[config.mk]
export PLATFORM = sky130hd
export DESIGN_NAME = lzbc_decode
export DESIGN_NICKNAME = d
export VERILOG_FILES = /design/src/sv/lzbc_pkg.sv /design/src/sv/lzbc_decode.sv
export SDC_FILE = /design/constraint.sdc
export NUM_CORES = 1
export LEC_CHECK = 0
export BUFFER_PORTS_ARGS = -buffer_cell sky130_fd_sc_hd__buf_2
export CAP_MARGIN = 15
export CORE_MARGIN = 2
export CORE_UTILIZATION = 35
export DETAILED_ROUTE_END_ITERATION = 8
export PLACE_DENSITY = 0.63
export REMOVE_ABC_BUFFERS = 1
export SLEW_MARGIN = 20
export SYNTH_ARGS = -nofsm -noshare
export SYNTH_HDL_FRONTEND = slang
export SYNTH_SLANG_ARGS = --single-unit
[constraint.sdc]
create_clock -name clk -period 4.75 [get_ports clk]
set_clock_uncertainty 0.1 [all_clocks]
set_input_delay 0.7125 -clock clk [delete_from_list [all_inputs] [get_ports clk]]
set_output_delay 0.7125 -clock clk [all_outputs]
set_load 0.01 [all_outputs]
[src/sv/lzbc_pkg.sv]
// Shared types and constants of the LZ77 copy engine.
package lzbc_pkg;

  localparam int LEN_W  = 9;
  localparam int DIST_W = 16;

  localparam logic [1:0] OP_LIT   = 2'd0;
  localparam logic [1:0] OP_MATCH = 2'd1;
  localparam logic [1:0] OP_EOB   = 2'd2;

  localparam logic [1:0] ERR_OK       = 2'd0;
  localparam logic [1:0] ERR_DIST_SYM = 2'd1;
  localparam logic [1:0] ERR_DIST_FAR = 2'd2;

  localparam logic [8:0] LSYM_MIN     = 9'd257;
  localparam logic [8:0] LSYM_EXTRA   = 9'd265;
  localparam logic [8:0] LSYM_MAX     = 9'd285;
  localparam logic [8:0] LEN_BIAS     = 9'd254;
  localparam logic [8:0] LEN_MAX      = 9'd258;
  localparam logic [8:0] LEN_BASE_ADD = 9'd3;
  localparam logic [4:0] DSYM_DIRECT  = 5'd4;
  localparam logic [4:0] DSYM_MAX     = 5'd29;

  typedef enum logic [1:0] {
    S_IDLE,
    S_CHECK,
    S_SINGLE,
    S_COPY
  } state_t;

  typedef struct packed {
    logic [LEN_W-1:0]  len;
    logic [DIST_W-1:0] distance;
    logic              len_ok;
    logic              dsym_bad;
  } dec_t;

  typedef struct packed {
    logic       load_single;
    logic       single_lit;
    logic       single_blk;
    logic [1:0] single_err;
    logic       absorb;
    logic       final_byte;
  } pack_ctl_t;

  typedef struct packed {
    logic can_take;
    logic out_free;
  } pack_sts_t;

endpackage

[src/sv/lzbc_decode.sv]
// Length and distance symbol decoder, registered on token accept.
module lzbc_decode import lzbc_pkg::*; (
  input  logic        clk,
  input  logic        en,
  input  logic [8:0]  length_symbol,
  input  logic [4:0]  length_extra,
  input  logic [4:0]  distance_symbol,
  input  logic [12:0] distance_extra,
  output dec_t        dec
);

  logic [8:0]        off;
  logic [2:0]        lbits;
  logic [4:0]        lmask;
  logic [7:0]        lbase;
  logic [3:0]        dbits;
  logic [13:0]       dmask;
  logic [DIST_W-1:0] dbase;
  dec_t              dec_next;

  always_comb begin
    off   = length_symbol - LSYM_EXTRA;
    lbits = 3'(off[4:2]) + 3'd1;
    lmask = 5'((6'd1 << lbits) - 6'd1);
    lbase = 8'({1'b1, off[1:0]}) << lbits;
    dbits = 4'(distance_symbol[4:1]) - 4'd1;
    dmask = 14'((15'd1 << dbits) - 15'd1);
    dbase = DIST_W'({1'b1, distance_symbol[0]}) << dbits;

    dec_next.len_ok   = (length_symbol >= LSYM_MIN) && (length_symbol <= LSYM_MAX);
    dec_next.dsym_bad = distance_symbol > DSYM_MAX;

    if (length_symbol == LSYM_MAX) begin
      dec_next.len = LEN_MAX;
    end else if (length_symbol < LSYM_EXTRA) begin
      dec_next.len = length_symbol - LEN_BIAS;
    end else begin
      dec_next.len = {1'b0, lbase} + LEN_BASE_ADD + {4'b0, length_extra & lmask};
    end

    if (distance_symbol < DSYM_DIRECT) begin
      dec_next.distance = DIST_W'(distance_symbol) + DIST_W'(1);
    end else begin
      dec_next.distance = dbase + DIST_W'(1) + DIST_W'({1'b0, distance_extra} & dmask);
    end
  end

  always_ff @(posedge clk) begin
    if (en) begin
      dec <= dec_next;
    end
  end

endmodule

# Word level (Yosys, flattened, before mapping)
# Index checks and enable logic that the tools add are counted.
# totals
ff_bits	27
in_bits	34
word_cells	30
# classes
addsub	11
order_cmp	5
n_eq_ne	1
shift	4
muxes	2
n_bitwise	2
reduce_logical	1
# op_table
op	n
$add A16 B1 Y16 const B	1
$add A16 B14 Y16	1
$mux W16	1
$shl A2 B4 Y16	1
$and A13 B14 Y14	1
$shl A1 B4 Y14 const A	1
$sub A14 B1 Y14 const B	1
$add A8 B2 Y9 const B	1
$add A9 B5 Y9	1
$eq A9 B9 Y1 const B	1
$ge A9 B9 Y1 const B	1
$le A9 B9 Y1 const B	1
$lt A9 B9 Y1 const B	1
$mux W9	1
$sub A9 B8 Y9 const B	1
$shl A3 B3 Y8	1
$add A5 B1 Y6 const B	1
$and A5 B5 Y5	1
$gt A5 B5 Y1 const B	1
$lt A5 B3 Y1 const B	1
$shl A1 B3 Y5 const A	1
$sub A5 B1 Y5 const B	1
$sub A5 B4 Y5 const B	1
$sub A4 B1 Y4 const B	1
other kinds (2)	2

# Longest topological paths before layout
# depth
ltp_word	7
mapped_depth	21

# Least setup slack after synthesis
# OpenSTA, ideal clock, no wires.
# synth_path
path_type	in2reg
from	input port length_symbol[1]
to	register dec[25] in the netlist's numbering (data pin)
setup_ns	0.146
arrival_ns	4.789
setup_slack_ns	-0.285
path_stages	21
path_cell_list	inv_1 -> ha_1 -> a21boi_1 -> xnor2_1 -> ha_1 -> xnor2_1 -> or3_4 -> and2_4 -> clkbuf_1 -> nand2_1 -> ha_1 -> nand2b_1 -> ha_1 -> inv_1 -> ha_1 -> fa_1 -> a21oi_1 -> o21ai_0 -> and3_1 -> or4_1 -> a21oi_1
# synth_between
elab_chain_len	7
elab_cells_between_ends	12
classes_between	add/sub: 6; order compare: 1; eq/ne: 1; shift: 2; mux: 1; bitwise: 1
# synth_lines
item	line	text
start: declaration	lzbc_decode.sv:5	input logic [8:0] length_symbol,
parallel branches: the longest is 7 deep, another holds $add A8 B2 Y9	-	
end signal: assignment	lzbc_decode.sv:50	dec <= dec_next;
end: declaration	lzbc_decode.sv:9	output dec_t dec
# Parallel ways; which one is timed is not known.
# A chain may end at the register's enable or synchronous reset.

# Worst setup path after layout
# layout_path
from	input port length_symbol[2]
to	register dec[25] in the netlist's numbering (data pin)
# Same word-level chain as after synthesis.

==> impl_metrics.env <==
export IMPL_status="completed"
export IMPL_rsz0062_at_grt="no"
export IMPL_dpl_worst_slack_ns=-0.374
export IMPL_fin_crit_ns=4.58
export IMPL_cts_inserted_buffers=3
export IMPL_groute_layer_met2_usage_pct=29.3
export IMPL_via_per_inst=5.46
export IMPL_cp_required_ns=4.80
export IMPL_end_kind="register"
export IMPL_seq_area_frac_synth_pct=22.7
export IMPL_cp_start_kind="input pin"
export IMPL_fin_crit_sh_pct=96.5
export IMPL_io_buffers=60
export IMPL_grtUsageTotal_pct=17.6
export IMPL_cp_arrival_ns=4.64
export IMPL_power_frac_comb_pct=54.7
export IMPL_drtIter0Drc=190
export IMPL_fmax_mhz=218
export IMPL_switching_power_w=0.000403
export IMPL_use_met1_pct=23.0
export IMPL_slew_headroom_pct=54.8
export IMPL_hold_class="input pin to register"
export IMPL_p_seq_share_pct=31.4
export IMPL_p_per_area_nw_per_um2=236
export IMPL_power_w=0.00102
export IMPL_drive_above_1_share_pct=22.3
export IMPL_gr_total_overflow=0
export IMPL_synthCells=444
export IMPL_die_area_um2=11000
export IMPL_synthArstFlopShare_pct=0
export IMPL_ant_nets=0
export IMPL_maxSlewViolCount=0
export IMPL_max_cap_viol_count=0
export IMPL_synth_seq_cells=27
export IMPL_pin_count=61
export IMPL_p_leak_nw=1.95
export IMPL_synth_edff_count=27
export IMPL_syn2layout_area_growth_pct=21.3
export IMPL_cts_buffer_depth=2
export IMPL_grt_antenna_before_repair=0
export IMPL_worst_pin_slew_ns=0.676
export IMPL_syn_avg_cell_area_um2=8.05
export IMPL_busiest_layer="met2"
export IMPL_cts_tree="built"
export IMPL_crit_type="input pin to register"
export IMPL_clockRootBuffer="clkbuf_8"
export IMPL_routed_wl_mm=9.90
export IMPL_grt_pass1_vias=3404
export IMPL_largest_reg_flops=27
export IMPL_grtUsageMet3_pct=2.74
export IMPL_largest_register="dec"
export IMPL_n_fill_cell=1001
export IMPL_synthDistinctLibCells=59
export IMPL_dpl_hpwl_mm=7.92
export IMPL_synth_main_ff_cell="edfxtp_1"
export IMPL_core_um2=9860
export IMPL_routedWlPerCell_um=15.0
export IMPL_hold_viol=0
export IMPL_postCtsHoldBufs=0
export IMPL_die_height_um=105
export IMPL_largestRegisters="dec: 27 flops"
export IMPL_gp_congestion=0.909
export IMPL_grt_max_degree=28
export IMPL_firstDrtPassIters=7
export IMPL_layout_common_cells="buf_2, ha_1, nor2_1, nand2_1, buf_4"
export IMPL_setup_viol=0
export IMPL_p_clk_share_pct=13.9
export IMPL_ys_warnings_count=0
export IMPL_cts_clk_slew_worst_paths_ns=0.11
export IMPL_cts_max_level=1
export IMPL_rows=36
export IMPL_die_x_um=105
export IMPL_initial_utilization_pct=36.2
export IMPL_ir_worst_vdd_mv=0.0890
export IMPL_worstHoldPathCells=3
export IMPL_cp_max_fo=3
export IMPL_grt_pass1_wl_mm=16.1
export IMPL_cts_sinks=27
export IMPL_switching_share_pct=39.4
export IMPL_vias=3613
export IMPL_fin_hold_ws_ns=0.766
export IMPL_nNetsFinal=615
export IMPL_worst_slack_ns=0.166
export IMPL_netlist_area_um2=3570
export IMPL_drc=0
export IMPL_antenna_diode_count=0
export IMPL_final_common_cell="buf_2"
export IMPL_internal_power_w=0.000621
## worst max-delay path, cell delays in order
cell and delay [ns]:
buf_2 0.11, inv_1 0.10, ha_1 0.17, a21boi_4 0.20
xnor2_2 0.09, ha_2 0.19, xnor2_1 0.13, or3_4 0.37
and2_4 0.17, nand2_1 0.08, ha_1 0.23, nand2b_1 0.14
ha_1 0.26, inv_1 0.04, ha_1 0.22, fa_2 0.36
a21oi_2 0.15, o21ai_1 0.12, and3_1 0.19, or4_1 0.47
a21oi_1 0.15
## cell families (layout without fill, tap and decap cells)
family                   count (synthesis)  after routing  share of synthesized area, %
AO/OA/AOI/OAI                          132            132                          23.9
XOR/XNOR                                25             25                          6.34
adder cells (fa/ha/maj)                 51             51                          18.3
buffers and inverters                   41            126                          4.52
flip-flops                              27             27                          22.7
multiplexers                             3              3                         0.910
AND/OR/NAND/NOR                        165            165                          23.4
## per-stage QoR
| stage | TNS (ns) | instances | util [%] | area [µm²] |
|---|---|---|---|---|
| 2_1_floorplan | -0.113 | 427 | - | 3500 |
| 3_3_place_gp | -0.167 | 658 | 43.1 | 4250 |
| 3_5_place_dp | -0.567 | 658 | 43.1 | 4250 |
| 4_1_cts | 0 | 662 | 43.7 | 4310 |
| 5_1_grt | 0 | 662 | 43.9 | 4330 |
| 6_report | 0 | 662 | 43.9 | 4330 |
## cell type report
type / count / area [µm²] / share of cell area [%]
clock buffer: 3 / 41.3 / 0.953
clock inverter: 1 / 7.51 / 0.173
inverter: 24 / 90.1 / 2.08
multi-input combinational: 376 / 2630 / 60.7
sequential: 27 / 811 / 18.7
tap: 133 / 166 / 3.84
timing repair buffer: 98 / 586 / 13.5
## power by group through the flow
stage | logic, W | clock network (W) | registers, W
4_1_cts | 0.000552 | 0.000149 | 0.000322
6_report | 0.000561 | 0.000143 | 0.000321
5_1_grt | 0.000622 | 0.000156 | 0.000325
3_5_place_dp | 0.000548 | 0 | 0.000326
3_3_place_gp | 0.000535 | 0 | 0.000327
2_1_floorplan | 0.000326 | 0 | 0.000342
## what timing repair did
action                                  CTS  global route
endpoints found under the hold margin     0             0
endpoints found under the setup margin    1             1
buffers inserted                          0             0
gates resized for setup                   1             8
pin swaps                                 0             1
## path summary, 6_finish.rpt
kind	from	end
worst max-delay path	length_symbol[2]	dec[25]$_SDFFCE_PP0P_
worst min-delay path	length_symbol[4]	dec[1]$_DFFE_PP_
## layer usage
layer / vias up / part of all wire [%]
met1: 1680 / 44
met5: - / 0
met2: 122 / 47
li1: 1785 / -
met4: 0 / 2.5
met3: 26 / 6.0
## synth_stat cells (all sizes together) (3+ instances only)
cell	number	area, µm²
ha	49	613
nand2	42	158
nor2	42	158
a21oi	35	175
o21ai	29	145
edfxtp	27	811
inv	24	90.1
nor3	18	95.1
xnor2	15	131
o21a	14	105
a211oi	11	82.6
clkbuf	11	41.3
nand2b	10	62.6
xor2	10	95.1
nor2b	9	56.3
a21boi	7	52.6
nand3	7	35.0
and3	6	37.5
buf	6	30.0
a21o	5	37.5
and2	5	33.8
o211ai	5	37.5
o31ai	5	37.5
or4	4	30.0
a311oi	3	26.3
nand3b	3	22.5
nand4	3	18.8
nor3b	3	22.5
o2111ai	3	26.3
Note: power is estimated with default switching activity, not from simulation.
