--- config.mk ---
export PLATFORM = sky130hd
export DESIGN_NAME = lzbc_pack
export DESIGN_NICKNAME = d
export VERILOG_FILES = /design/src/sv/lzbc_pkg.sv /design/src/sv/lzbc_pack.sv
export SDC_FILE = /design/constraint.sdc
export NUM_CORES = 1
export LEC_CHECK = 0
export BUFFER_PORTS_ARGS = -buffer_cell sky130_fd_sc_hd__buf_2
export CAP_MARGIN = 25
export CORE_MARGIN = 1.5
export CORE_UTILIZATION = 49
export CTS_CLUSTER_SIZE = 30
export DETAILED_ROUTE_END_ITERATION = 8
export GPL_TIMING_DRIVEN = 1
export MAX_ROUTING_LAYER = met4
export PLACE_DENSITY_LB_ADDON = 0.15
export RECOVER_POWER = 100
export SYNTH_ARGS = -nofsm -noshare
export SYNTH_HDL_FRONTEND = slang
export SYNTH_SLANG_ARGS = --single-unit
--- constraint.sdc ---
create_clock -name clk -period 3 [get_ports clk]
set_clock_uncertainty 0.1 [all_clocks]
set_input_delay 0.3 -clock clk [delete_from_list [all_inputs] [get_ports clk]]
set_output_delay 0.3 -clock clk [all_outputs]
set_load 0.01 [all_outputs]
--- src/sv/lzbc_pkg.sv ---
// Shared types and constants of the LZ77 copy engine.
package lzbc_pkg;

  localparam int LEN_W  = 9;
  localparam int DIST_W = 16;

  localparam logic [1:0] OP_LIT   = 2'd0;
  localparam logic [1:0] OP_MATCH = 2'd1;
  localparam logic [1:0] OP_EOB   = 2'd2;

  localparam logic [1:0] ERR_OK       = 2'd0;
  localparam logic [1:0] ERR_DIST_SYM = 2'd1;
  localparam logic [1:0] ERR_DIST_FAR = 2'd2;

  localparam logic [8:0] LSYM_MIN     = 9'd257;
  localparam logic [8:0] LSYM_EXTRA   = 9'd265;
  localparam logic [8:0] LSYM_MAX     = 9'd285;
  localparam logic [8:0] LEN_BIAS     = 9'd254;
  localparam logic [8:0] LEN_MAX      = 9'd258;
  localparam logic [8:0] LEN_BASE_ADD = 9'd3;
  localparam logic [4:0] DSYM_DIRECT  = 5'd4;
  localparam logic [4:0] DSYM_MAX     = 5'd29;

  typedef enum logic [1:0] {
    S_IDLE,
    S_CHECK,
    S_SINGLE,
    S_COPY
  } state_t;

  typedef struct packed {
    logic [LEN_W-1:0]  len;
    logic [DIST_W-1:0] distance;
    logic              len_ok;
    logic              dsym_bad;
  } dec_t;

  typedef struct packed {
    logic       load_single;
    logic       single_lit;
    logic       single_blk;
    logic [1:0] single_err;
    logic       absorb;
    logic       final_byte;
  } pack_ctl_t;

  typedef struct packed {
    logic can_take;
    logic out_free;
  } pack_sts_t;

endpackage

--- src/sv/lzbc_pack.sv ---
// Byte packer and output word register.
module lzbc_pack import lzbc_pkg::*; #(
  parameter int BYTES_PER_RESULT = 8
) (
  input  logic        clk,
  input  logic        rst,
  input  pack_ctl_t   ctl,
  input  logic [7:0]  lit,
  input  logic [7:0]  data,
  output pack_sts_t   sts,
  output logic        out_valid,
  input  logic        out_stall,
  output logic [63:0] out_bytes,
  output logic [3:0]  byte_count,
  output logic        last,
  output logic        block_end,
  output logic [1:0]  error_code
);

  localparam int FW = (BYTES_PER_RESULT > 1) ? $clog2(BYTES_PER_RESULT) : 1;

  logic [8*BYTES_PER_RESULT-1:0] acc;
  logic [FW-1:0]                 fill;
  logic [63:0]                   word;
  logic                          completing;
  logic                          load_word;

  assign completing   = ctl.final_byte || (fill == FW'(BYTES_PER_RESULT - 1));
  assign sts.out_free = !out_valid || !out_stall;
  assign sts.can_take = !completing || sts.out_free;
  assign load_word    = ctl.absorb && completing;

  always_comb begin
    word = '0;
    for (int j = 0; j < BYTES_PER_RESULT; j++) begin
      if (FW'(j) < fill) begin
        word[8*j +: 8] = acc[8*j +: 8];
      end else if (FW'(j) == fill) begin
        word[8*j +: 8] = data;
      end
    end
  end

  always_ff @(posedge clk) begin
    if (rst) begin
      fill      <= '0;
      out_valid <= 1'b0;
    end else begin
      if (ctl.absorb) begin
        fill <= completing ? '0 : fill + 1'b1;
      end
      if (ctl.load_single || load_word) begin
        out_valid <= 1'b1;
      end else if (!out_stall) begin
        out_valid <= 1'b0;
      end
    end
  end

  always_ff @(posedge clk) begin
    if (ctl.absorb && !completing) begin
      for (int j = 0; j < BYTES_PER_RESULT; j++) begin
        if (FW'(j) == fill) begin
          acc[8*j +: 8] <= data;
        end
      end
    end
    if (ctl.load_single) begin
      out_bytes  <= ctl.single_lit ? 64'(lit) : '0;
      byte_count <= ctl.single_lit ? 4'd1 : 4'd0;
      last       <= 1'b1;
      block_end  <= ctl.single_blk;
      error_code <= ctl.single_err;
    end else if (load_word) begin
      out_bytes  <= word;
      byte_count <= 4'(fill) + 4'd1;
      last       <= ctl.final_byte;
      block_end  <= 1'b0;
      error_code <= ERR_OK;
    end
  end

endmodule

Yosys cells after proc, flatten, opt, wreduce, memory -nomap -nowiden
Cells that the tools add are included.
- flip-flop bits (word level): 140
- output and inout port bits: 75
- bits of input ports: 26
- order comparisons: 8
- reduce and logical (&&, ||, !) cells: 19
- muxes and demuxes: 29
- add/subtract/negate cells: 2
- eq/ne operators: 9
- operators by type and width (kind ; number):
    2-to-1 mux 8 bit ; 17
    2-to-1 mux 64 bit ; 2
    AND reduction 2 bit ; 8
    == test 3 bit (first input constant) ; 4
    less-than comparator 3 bit (first input constant) ; 4
    2-to-1 mux 4 bit ; 2
    == test 2 x 3 -> 1 bit (first input constant) ; 2
    less-than comparator 1 x 3 -> 1 bit (first input constant) ; 2
    less-than comparator 2 x 3 -> 1 bit (first input constant) ; 2
    2-to-1 mux 1 bit ; 5
    adder 3 x 1 -> 4 bit (second input constant) ; 1
    logical OR 1 bit ; 4
    2-to-1 mux 2 bit ; 2
    adder 3 x 1 -> 3 bit (second input constant) ; 1
    == test 1 x 3 -> 1 bit (first input constant) ; 1
    == test 3 bit (second input constant) ; 1
    zero test 1 bit ; 3
    zero test 3 bit ; 1
    2-to-1 mux 3 bit ; 1
    logical AND 1 bit ; 2
    inequality test 2 x 1 -> 1 bit (second input constant) ; 1
    nonzero test 2 bit ; 1

Longest topological paths before layout
- depth after elaboration: 5
- gate-level depth with buffers: 8
- gate-level depth less buffers: 5

Worst setup path before layout
No wires, ideal clock.
- kind: register to register
- start point: register fill[1]
- end point: register block_end, enable pin
- stages on the path, launching flop included: 6
- data arrival time: 2403 ps
- buffers on the path: 0
- required time: 2475 ps
- path slack: 72 ps
- path through: dfxtp_1 -> ha_1 -> ha_1 -> or2_2 -> a21oi_1 -> inv_1
- cells in the longest elaborated chain, start to end: 4
- ends and longest elaborated chain (element ; line ; RTL):
    start: declaration ; lzbc_pack.sv:23 ; logic [FW-1:0] fill;
    start signal: assignment ; lzbc_pack.sv:50 ; fill <= completing ? '0 : fill + 1'b1;
    == test 3 bit ; lzbc_pack.sv:28 ; assign completing = ctl.final_byte || (fill == FW'(BYTES_PER_RESULT - 1));
    logical OR 1 bit ; lzbc_pack.sv:28 ;
    logical AND 1 bit ; lzbc_pack.sv:31 ; assign load_word = ctl.absorb && completing;
    nonzero test 2 bit (no line) ; - ;
    end signal: assignment ; lzbc_pack.sv:72 ; block_end <= ctl.single_blk;
    end: declaration ; lzbc_pack.sv:16 ; output logic block_end,
No other way between the ends.
A chain may end at the register's enable or synchronous reset.

Worst setup path in the final report
- start point: register fill[0]
- end point: register acc[52], enable pin
- cells in the longest elaborated chain, start to end: 5
- elaborated cells on any way between the ends: 6
- ends and longest elaborated chain (element ; line ; RTL):
    == test 3 bit ; lzbc_pack.sv:28 ;
    logical OR 1 bit ; lzbc_pack.sv:28 ;
    zero test 1 bit ; lzbc_pack.sv:61 ; if (ctl.absorb && !completing) begin
    logical AND 1 bit ; lzbc_pack.sv:61 ;
    AND reduction 2 bit (no line) (*) ; - ;
    end signal: indexed assignment ; lzbc_pack.sv:64 ; acc[8*j +: 8] <= data;
    end: declaration ; lzbc_pack.sv:22 ; logic [8*BYTES_PER_RESULT-1:0] acc;
Every way passes the cells marked *; elsewhere a longest branch is shown, timed or not.

==> impl_metrics.tcl <==
set metrics [dict create \
    place_congestion 0.7694 \
    cts_root_buf "clkbuf_8" \
    coreArea_mm2 0.01042 \
    wl_per_cell_um 17.08 \
    power.density_mw_per_mm2 679.9 \
    hold_buffers 6 \
    initial_core_util 0.5074 \
    via_per_inst 5.272 \
    ys_seq_elements 132 \
    netlist_instances 387 \
    run_status "complete, no violations" \
    dr.pass1.iters 5 \
    yosys_warnings 0 \
    cp_max_fo 34 \
    cts_tree "done" \
    whs_ns 0.03440 \
    seq_power_share 0.486 \
    yosysUniqueCellTypes 26 \
    power_switching_mw 0.9270 \
    cts_made_buffers 17 \
    cts_resized 0 \
    crit_required_ns 3.05 \
    crit_arrival_ns 2.53 \
    finalCriticalPeriod_ns 2.472 \
    synth_nets 417 \
    peakVddDrop_mv 0.3763 \
    clock_path_buffers 2 \
    synth_area_per_cell_um2 13.66 \
    min_path_type "primary input to flip-flop" \
    rr_endpoint "acc[52]" \
    first_global_vias 3226 \
    area_delta_synth_final_pct 20.95 \
    final_common_cell "edfxtp_1" \
    crit_path_frequent_cell "inv_1" \
    num_io_pins 101 \
    crit_chain "buf_4, inv_1, ha_1, clkbuf_1, inv_1, nor2_1" \
    worstHoldEndpoint "fill[2]" \
    worst_pin_slew_ns 0.9319 \
    grt_max_degree 50 \
    finalPower_mw 4.346 \
    post-place-ws_ns 0.6908 \
    grt_use_total 0.2075 \
    hold_viol 0 \
    grt_pass1_wl_mm 16.75 \
    max_freq_mhz 404.6 \
    synth_area_mm2 0.005285 \
    setup_viol 0 \
    max_cap_viol_count 0 \
    slew_headroom 0.3787 \
    dpl-instance-area_mm2 0.005863 \
    cp-end-kind "flip-flop" \
    antennaDiodeCount 0 \
    placed_cells 598 \
    place_hpwl_mm 6.586 \
    antenna_found_initial 0 \
    max_stage_delay_ns 0.55 \
    report.final.slew_viol_count 0 \
    hold_depth 3 \
    rows 37 \
    yosysSeqAreaShare 0.7405 \
    reg2reg_slack_ns 0.53 \
    cts_sinks 132 \
    finalCritPeriodShare 0.8239 \
    ant_nets 0 \
    final_nets 517 \
    critPathTopFamily "buffers and inverters" \
    path_class "flip-flop to flip-flop" \
    drt_wl_total_mm 10.86 \
    rr_worst_depth 6 \
    design_area_mm2 0.006392 \
    final_util 0.6137 \
    rr_startpoint "fill[0]" \
    die_area_mm2 0.01142 \
    die_h_um 106.9 \
    hold_path.startpoint "ctl[1]" \
    clock_latency_ns 0.52 \
    ctsHtreeMaxLevel 4 \
    swShare 0.2133 \
    power_frac_comb 0.056 \
    layout_common_cells "edfxtp_1 (127), clkbuf_1 (84), a21oi_1 (54), nand3_1 (45), nand2_1 (37)" \
    crit_slowest_cell "nor2_1" \
    power.leakage_nw 2.132 \
    portBuffers 100 \
    clkTransAtPathRegs_ns 0.06 \
    dieWidth_um 106.9 \
    rsz0062_at_grt "false" \
    grt-ovfl-total 0 \
    tns_ns 0 \
    setup_ws_ns 0.5283 \
    drt_iter0_drc 254 \
    vias 3353 \
    start_kind "flip-flop" \
    crit_buf_inv 4 \
    drc 0 \
    cts_setup_buffers 0 \
    pwr-share-clk 0.459 \
    internal_power_mw 3.419 \
    drive_gt1_frac 0.1160 \
    finish.cell_count_without_fillers 636 \
]
[how the worst max path moves through the flow]
stage             from        end  slack, ns  cells past startpoint
6_report       fill[0]    acc[52]       0.53                      6
3_5_place_dp   fill[0]    acc[31]       0.69                      5
2_1_floorplan  fill[1]  block_end       0.07                      5
4_1_cts        fill[0]    acc[31]       0.69                      5
3_3_place_gp   fill[0]    acc[22]       0.78                      5
5_1_grt        fill[1]    acc[52]       0.27                      5
[kinds of logic after synthesis]
family | after synthesis | synth area share
buffers and inverters | 37 | 0.03338
DFF | 132 | 0.7405
AOI/OAI and AO/OA | 81 | 0.08570
and+or+nand+nor | 133 | 0.1309
adders and majority gates | 4 | 0.009470
[sequential cells by signal, summed over array words and instances (netlist names)]
register / flops
error_code: 2
byte_count: 4
acc: 56
last: 1
fill: 3
block_end: 1
out_bytes: 64
out_valid: 1
[area by class of cell]
class	instances	area [um2]
fillers	868	4024
flip-flops and latches	132	3914
multi-input cells	218	1192
repair buffers	113	518.0
clock buffers	17	414.1
well taps	136	170.2
clock inverters	15	165.2
inverters	5	18.77
[worst min-delay path, stage by stage]
cell and delay [ns]:
buf_2 0.16, nand3_1 0.08, a21oi_1 0.06
[power by group through the flow]
stage	Clock, mW	Sequential [mW]	Combinational, mW
after floorplan	0	2.19	0.103
after global placement	0	2.15	0.252
after detailed placement	0	2.15	0.256
after CTS	2.01	2.11	0.263
after global routing	2.09	2.12	0.265
final	1.99	2.11	0.241
[per-layer routing]
layer	vias up	GRT usage	share of wire
met5	-	-	0
met4	0	0.08476	0.0097
met3	11	0.06261	0.070
met2	118	0.3246	0.50
met1	1590	0.2540	0.42
li1	1634	-	-
[synth_stat cells]
cell type	number	share of area
dfxtp_1	5	0.019
nor3_4	1	0.0031
nand2b_1	4	0.0047
or2_2	1	0.0012
edfxtp_1	127	0.72
nand3_1	45	0.043
a21o_1	1	0.0014
nor2_1	10	0.0071
nor2_2	2	0.0024
a21oi_1	54	0.051
clkbuf_1	15	0.011
buf_2	12	0.011
a221o_1	9	0.017
ha_1	4	0.0095
inv_2	1	0.00071
buf_4	2	0.0028
buf_6	2	0.0043
nor2b_1	3	0.0036
buf_1	1	0.00071
inv_1	4	0.0028
nand3b_1	9	0.013
o21ai_0	17	0.016
nor3b_4	1	0.0036
nand2_1	37	0.026
and3_1	8	0.0095
and2_1	12	0.014
Note: power is estimated with default switching activity, not from simulation.
